**src/hw/rtl/tfn_pkg.sv**
```systemverilog
// tfn_pkg: shared constants, status codes and controller/datapath structs
// for the triangle flat normal unit. No dependencies.

package tfn_pkg;

    // fixed field widths
    localparam int COORD_BITS   = 16;
    localparam int CORNER_BITS  = 10;
    localparam int VERTEX_BITS  = 3 * COORD_BITS;
    localparam int CFG_BITS     = 32;
    localparam int OUT_BITS     = 16;

    localparam int VERTEX_DEPTH_DEFAULT = 1024;
    localparam logic [CFG_BITS-1:0] MIN_LEN_SQ_RESET = 32'd2814745;
    localparam logic [OUT_BITS-1:0] UNIT_Q14 = 16'd16384;

    // result status codes
    localparam logic [1:0] ST_NORMAL  = 2'd0;
    localparam logic [1:0] ST_SKIPPED = 2'd1;
    localparam logic [1:0] ST_STORED  = 2'd2;
    localparam logic [1:0] ST_FULL    = 2'd3;

    // arithmetic widths
    localparam int EDGE_W     = COORD_BITS + 1;
    localparam int CROSS_W    = 2 * EDGE_W + 1;
    localparam int MAG_W      = 2 * EDGE_W - 1;
    localparam int MUL_W      = MAG_W + 1;
    localparam int PROD_W     = 2 * MUL_W;
    localparam int SUM_W      = PROD_W;
    localparam int RAD_W      = 96;
    localparam int ROOT_W     = RAD_W / 2;
    localparam int SQRT_STEPS = ROOT_W;
    localparam int FRAC_SHIFT = 28;
    localparam int NUM_W      = MAG_W + FRAC_SHIFT + 1;
    localparam int Q_W        = 17;
    localparam int DIV_STEPS  = Q_W;
    localparam int DREM_W     = ROOT_W + 1;
    localparam int SREM_W     = ROOT_W + 2;
    localparam int CROSS_PRODS = 6;
    localparam int STEP_W     = 6;

    // read port selector
    localparam logic [1:0] RD_A = 2'd0;
    localparam logic [1:0] RD_B = 2'd1;
    localparam logic [1:0] RD_C = 2'd2;

    typedef struct packed {
        logic              load_in;
        logic [1:0]        rd_sel;
        logic              ld_va;
        logic              ld_vb;
        logic              ld_vc;
        logic              edges;
        logic              mul_issue;
        logic              mul_acc;
        logic              take_abs;
        logic              sq_issue;
        logic              sq_acc;
        logic              degen_chk;
        logic              sqrt_step;
        logic              div_init;
        logic              div_step;
        logic              emit;
        logic [1:0]        kind;
        logic [STEP_W-1:0] step;
    } tfn_cmd_t;

    typedef struct packed {
        logic is_face;
        logic in_range;
        logic store_full;
        logic degenerate;
        logic out_free;
    } tfn_sts_t;

endpackage

```
**src/hw/rtl/tfn_ctrl.sv**
```systemverilog
// tfn_ctrl: sequencing state machine of the triangle flat normal unit
// depends on tfn_pkg; drives tfn_datapath through command/status structs

module tfn_ctrl (
    input  logic              aclk,
    input  logic              aresetn,
    input  logic              s_tvalid,
    output logic              s_tready,
    input  tfn_pkg::tfn_sts_t sts,
    output tfn_pkg::tfn_cmd_t cmd
);
    import tfn_pkg::*;

    localparam logic [3:0] S_IDLE  = 4'd0;
    localparam logic [3:0] S_CHECK = 4'd1;
    localparam logic [3:0] S_RDA   = 4'd2;
    localparam logic [3:0] S_RDB   = 4'd3;
    localparam logic [3:0] S_RDC   = 4'd4;
    localparam logic [3:0] S_LDC   = 4'd5;
    localparam logic [3:0] S_EDGE  = 4'd6;
    localparam logic [3:0] S_CROSS = 4'd7;
    localparam logic [3:0] S_ABS   = 4'd8;
    localparam logic [3:0] S_SQR   = 4'd9;
    localparam logic [3:0] S_DEGEN = 4'd10;
    localparam logic [3:0] S_ROOT  = 4'd11;
    localparam logic [3:0] S_DINIT = 4'd12;
    localparam logic [3:0] S_DIV   = 4'd13;
    localparam logic [3:0] S_EMIT  = 4'd14;

    logic [3:0]        state_reg, state_next;
    logic [STEP_W-1:0] step_reg, step_next;
    logic [1:0]        kind_reg, kind_next;

    assign s_tready = (state_reg == S_IDLE);

    // state register
    always_ff @(posedge aclk) begin
        if (!aresetn) begin
            state_reg <= S_IDLE;
            step_reg  <= '0;
            kind_reg  <= ST_NORMAL;
        end else begin
            state_reg <= state_next;
            step_reg  <= step_next;
            kind_reg  <= kind_next;
        end
    end

    // next state and commands
    always_comb begin
        state_next = state_reg;
        step_next  = step_reg;
        kind_next  = kind_reg;
        cmd        = '0;
        cmd.step   = step_reg;
        cmd.kind   = kind_reg;
        cmd.rd_sel = RD_A;
        case (state_reg)
            S_IDLE: begin
                if (s_tvalid) begin
                    cmd.load_in = 1'b1;
                    state_next  = S_CHECK;
                end
            end
            S_CHECK: begin
                if (sts.is_face) begin
                    if (sts.in_range) begin
                        state_next = S_RDA;
                    end else begin
                        kind_next  = ST_SKIPPED;
                        state_next = S_EMIT;
                    end
                end else begin
                    kind_next  = sts.store_full ? ST_FULL : ST_STORED;
                    state_next = S_EMIT;
                end
            end
            S_RDA: begin
                cmd.rd_sel = RD_A;
                state_next = S_RDB;
            end
            S_RDB: begin
                cmd.rd_sel = RD_B;
                cmd.ld_va  = 1'b1;
                state_next = S_RDC;
            end
            S_RDC: begin
                cmd.rd_sel = RD_C;
                cmd.ld_vb  = 1'b1;
                state_next = S_LDC;
            end
            S_LDC: begin
                cmd.ld_vc  = 1'b1;
                state_next = S_EDGE;
            end
            S_EDGE: begin
                cmd.edges  = 1'b1;
                step_next  = '0;
                state_next = S_CROSS;
            end
            // six products through the shared multiplier, each accumulated from the product register after issue
            S_CROSS: begin
                cmd.mul_issue = (step_reg < STEP_W'(CROSS_PRODS));
                cmd.mul_acc   = (step_reg != '0);
                if (step_reg == STEP_W'(CROSS_PRODS)) begin
                    state_next = S_ABS;
                end else begin
                    step_next = step_reg + 1'b1;
                end
            end
            S_ABS: begin
                cmd.take_abs = 1'b1;
                step_next    = '0;
                state_next   = S_SQR;
            end
            S_SQR: begin
                cmd.sq_issue = (step_reg < STEP_W'(3));
                cmd.sq_acc   = (step_reg != '0);
                if (step_reg == STEP_W'(3)) begin
                    state_next = S_DEGEN;
                end else begin
                    step_next = step_reg + 1'b1;
                end
            end
            S_DEGEN: begin
                cmd.degen_chk = 1'b1;
                step_next     = '0;
                kind_next     = ST_NORMAL;
                state_next    = sts.degenerate ? S_EMIT : S_ROOT;
            end
            S_ROOT: begin
                cmd.sqrt_step = 1'b1;
                if (step_reg == STEP_W'(SQRT_STEPS - 1)) begin
                    state_next = S_DINIT;
                end else begin
                    step_next = step_reg + 1'b1;
                end
            end
            S_DINIT: begin
                cmd.div_init = 1'b1;
                step_next    = '0;
                state_next   = S_DIV;
            end
            S_DIV: begin
                cmd.div_step = 1'b1;
                if (step_reg == STEP_W'(DIV_STEPS - 1)) begin
                    state_next = S_EMIT;
                end else begin
                    step_next = step_reg + 1'b1;
                end
            end
            S_EMIT: begin
                if (sts.out_free) begin
                    cmd.emit   = 1'b1;
                    state_next = S_IDLE;
                end
            end
            default: begin
                state_next = S_IDLE;
            end
        endcase
    end

endmodule

```
**config.mk**
```make
export PLATFORM = sky130hd
export DESIGN_NAME = tfn_ctrl
export DESIGN_NICKNAME = d
export VERILOG_FILES = /design/src/hw/rtl/tfn_pkg.sv /design/src/hw/rtl/tfn_ctrl.sv
export SDC_FILE = /design/constraint.sdc
export NUM_CORES = 1
export LEC_CHECK = 0
export ABC_AREA = 0
export BUFFER_PORTS_ARGS = -buffer_cell sky130_fd_sc_hd__buf_2
export CAP_MARGIN = 0
export CORE_MARGIN = 5
export CORE_UTILIZATION = 53
export DETAILED_ROUTE_END_ITERATION = 16
export GPL_ROUTABILITY_DRIVEN = 0
export PLACE_DENSITY = 0.83
export SLEW_MARGIN = 20
export SYNTH_ARGS = -nofsm -noshare
export SYNTH_HDL_FRONTEND = slang
export SYNTH_SLANG_ARGS = --single-unit
```
**constraint.sdc**
```tcl
create_clock -name aclk -period 2.75 [get_ports aclk]
set_clock_uncertainty 0.15 [all_clocks]
set_input_delay 0.275 -clock aclk [delete_from_list [all_inputs] [get_ports aclk]]
set_output_delay 0.275 -clock aclk [all_outputs]
set_load 0.02 [all_outputs]
```
Word level (Yosys, flattened, before mapping)
Index checks and enable logic that the tools add are counted.
{ "classes": {"add_sub_neg": 1, "n_lt_le_gt_ge": 2, "n_eq_ne": 29, "mux": 35, "n_reduce_logical": 8} }
{ "ops": {"columns": ["op", "n"], "rows": [
  ["one-hot mux 4 bit (15 select lines)", 1],
  ["2-to-1 mux 4 bit", 8],
  ["one-hot mux 6 bit (5 select lines)", 1],
  ["== test 4 bit, second input constant", 7],
  ["2-to-1 mux 6 bit", 4],
  ["!= test 2 bit, second input constant", 10],
  ["== test 4 x 3 -> 1 bit, second input constant", 4],
  ["2-to-1 mux 1 bit", 14],
  ["== test 4 x 2 -> 1 bit, second input constant", 2],
  ["2-to-1 mux 2 bit", 4],
  ["one-hot mux 2 bit (2 select lines)", 2],
  ["adder 6 x 1 -> 6 bit, second input constant", 1],
  ["== test 6 x 2 -> 1 bit, second input constant", 1],
  ["== test 6 x 3 -> 1 bit, second input constant", 1],
  ["== test 6 x 5 -> 1 bit, second input constant", 1],
  ["== test 6 bit, second input constant", 1],
  ["< comparator 6 x 2 -> 1 bit, second input constant", 1],
  ["< comparator 6 x 3 -> 1 bit, second input constant", 1],
  ["AND reduction 6 bit", 1],
  ["nonzero test 6 bit", 1],
  ["AND reduction 5 bit", 1],
  ["nonzero test 5 bit", 1],
  ["== test 4 x 1 -> 1 bit, second input constant", 1],
  ["logical NOT 4 bit", 1],
  ["5 further kinds", 5]
]} }
{ "totals": {"reg_bits": 12, "in_bits": 8, "output_inout_bits": 26, "word_cells": 78} }

Longest topological paths before layout
{ "logic_depth": {"word_depth": 4, "mapped_depth": 7, "ltp_nobuf": 7} }

Least setup slack after synthesis
OpenSTA, ideal clock, no wires.
{ "synth_path": {"path_kind": "flip-flop to output port", "from": "register state_reg[2]", "to": "output cmd[24] (netlist bit)", "arrival_ps": 1742, "required_ps": 2325, "path_slack_ps": 583, "stages_incl_launch_ff": 5, "path_buffers": 2, "cell_sequence": "dfxtp_1 -> buf_2 -> clkbuf_1 -> nor4_1 -> and2_1"} }
{ "synth_rtl": {"columns": ["item", "line_no", "text"], "rows": [
  ["start: declaration", "tfn_ctrl.sv:30", "logic [3:0] state_reg, state_next;"],
  ["start signal: assignment", "tfn_ctrl.sv:43", "state_reg <= state_next;"],
  ["end: declaration", "tfn_ctrl.sv:10", "output tfn_pkg::tfn_cmd_t cmd"]
]} }

==> flow_summary.yaml <==
floorplanning:
  initial_core_util_pct: 54.2
  die_y_um: 54.1
  die_x_um: 54.1
  rows: 16
  fp.dieArea_sq_um: 2930
  io_pins: 34
  core_area_sq_um: 1900
clock_network:
  cts_tree: "yes"
  cts_buffers: 3
  htreeDepth: 1
  cts_resized: 0
  clk_latency_ns: 0.28
  hold_buffers: 0
  cts_num_sinks: 12
  cts_max_path_buffers: 2
  cts_setup_buffers: 0
  clkTransAtPathRegs_ns: 0.07
  clockRootBuffer: "clkbuf_4"
power_and_ir_drop:
  total_power_uw: 1020
  leakagePower_uw: 0.000547
  p_per_area_nw_per_um2: 857
  ir_drop_uv: 531
place:
  hpwl_um: 1830
  port_buffers: 33
  dp_slack_ns: 0.745
logic_synthesis:
  avgSynthCellArea_sq_um: 7.58
  syn_area_sq_um: 1030
  synth_nets: 147
  ys_async_sr_fraction_pct: 0
  synth.ff_latch_count: 12
  synth-main-ff-cell: "dfxtp_1"
  synth_cell_type_count: 45
  postSynthCellCount: 136
  synth_edf_count: 0
  ys_seq_area_share_pct: 23.3
  yosys_warnings: 0
sta:
  fmax_mhz: 446
  rsz0062_at_grt: "false"
  slew_headroom_pct: 57.1
  setup_viol: 0
  tightestPinTransition_ns: 0.642
  worst_slack_ns: 0.507
  hold_violations: 0
  maxSlewViolCount: 0
  finalCritPeriodShare_pct: 81.6
  fin_crit_ns: 2.24
  setup_tns_ns: 0
detailed_routing:
  wl_per_cell_um: 13.6
  firstDrtPassIters: 6
  routed_wl_um: 2560
  drtAntennaViolNets: 0
  drc: 0
  viasPerCell: 5.82
  vias: 1095
  drt-initial-drc-count: 28
outcome:
  outcome: "finished clean"
global_routing:
  globalRouteTotalUtil_pct: 19.2
  grt_max_degree: 22
  grt_pass1_wl_um: 4060
  grt_pass1_vias: 941
  antenna_found_initial: 0
  overflow: 0
setup_path:
  critPathCaptureType: "primary output"
  worstPathRequired_ns: 2.33
  arrival_ns: 1.82
  cp-start-kind: "register"
  path_max_fanout: 21
  critPathKind: "reg -> out"
final_layout:
  largest_reg_flops: 6
  fin_nets: 174
  layout-drive-gt1-share_pct: 28.6
  syn_to_final_growth_pct: 15.7
  fin_util_pct: 62.7
  diodes: 0
min_path:
  hp-class: "in -> reg"
run:
  max_cap_violations: 0
[power breakdown]
part / switching, uW / internal, uW / leakage [uW]
Sequential: 142 / 219 / 0.0000978
Combinational: 321 / 229 / 0.000436
Clock: 60.5 / 50.8 / 0.0000138
[synth_stat cells (2+ instances only)]
cell / count / share of area [%]
a21bo_2: 2 / 1.9
a21boi_0: 2 / 1.5
a21oi_1: 6 / 2.9
and2_1: 3 / 1.8
and3_1: 2 / 1.2
and4b_1: 3 / 2.9
buf_2: 3 / 1.5
buf_4: 4 / 2.9
clkbuf_1: 3 / 1.1
dfxtp_1: 12 / 23
ha_1: 3 / 3.6
inv_1: 4 / 1.5
nand2_1: 14 / 5.1
nand2b_1: 5 / 3.0
nand3_1: 4 / 1.9
nand3b_1: 5 / 3.6
nand4b_1: 2 / 1.7
nor2_1: 10 / 3.6
nor2b_1: 6 / 3.6
nor3_1: 4 / 1.9
o211ai_1: 4 / 2.9
o21a_1: 3 / 2.2
o21ai_0: 7 / 3.4
o22ai_1: 3 / 1.8
o311a_1: 2 / 1.9
[per-layer routing]
layer	global-route usage, %	share of wire [%]	vias to the layer above
met5	0	0	-
met3	3.60	7.8	3
li1	-	-	546
met4	7.47	0.66	0
met2	31.9	49	52
met1	24.5	42	494
[critical path, cell delays in order (launching register included)]
cell      delay [ns]
dfxtp_1         0.73
nand2b_1        0.25
nand2b_1        0.14
a21oi_1         0.06
and2_2          0.20
buf_2           0.15
[cell type report]
type | instances | area, sq um
multi-input cells | 109 | 716
fillers | 186 | 709
flip-flops and latches | 12 | 240
repair buffers | 33 | 165
well taps | 27 | 33.8
clock buffers | 3 | 22.5
inverters | 4 | 15.0
[cells in the final DEF (no fill, tap or decap), types with 3 or more instances in the layout]
cell type   n
dfxtp_1    12
nand3_1     4
o211ai_1    4
a21oi_1     6
o21ai_0     7
inv_1       4
and2_1      3
buf_2      33
nand2b_1    5
ha_1        3
clkbuf_4    3
o22ai_1     3
and4b_1     3
nand3b_1    5
nor3_1      4
nor2b_1     6
o21a_1      3
nand2_1    14
nor2_1     10
[final timing paths]
check | startpoint | endpoint | slack (ns) | cells after the start
min | sts[2] | kind_reg[0] | 0.1 | 2
max | state_reg[1] | cmd[14] | 0.51 | 5
max reg2reg | step_reg[0] | step_reg[1] | 0.62 | 7
min reg2reg | kind_reg[0] | kind_reg[0] | 0.41 | 3
[cell families (layout without fill, tap and decap cells)]
family / Yosys count / after routing / synth area share (%)
AND/OR/NAND/NOR: 70 / 70 / 41.1
AO/OA/AOI/OAI: 35 / 35 / 23.7
buffers and inverters: 15 / 40 / 7.28
flip-flops: 12 / 12 / 23.3
adder cells (fa/ha/maj): 3 / 3 / 3.64
multiplexers: 1 / 1 / 0.971
[stage by stage]
step	hold slack [ns]	instance area, sq um	std cells
final	0.0968	1190	188
after global routing	0.104	1190	188
after CTS	0.0931	1190	188
after detailed placement	0.380	1170	185
after global placement	0.377	1170	185
after floorplan	0.289	1030	136
(Power assumes the default switching activity.)
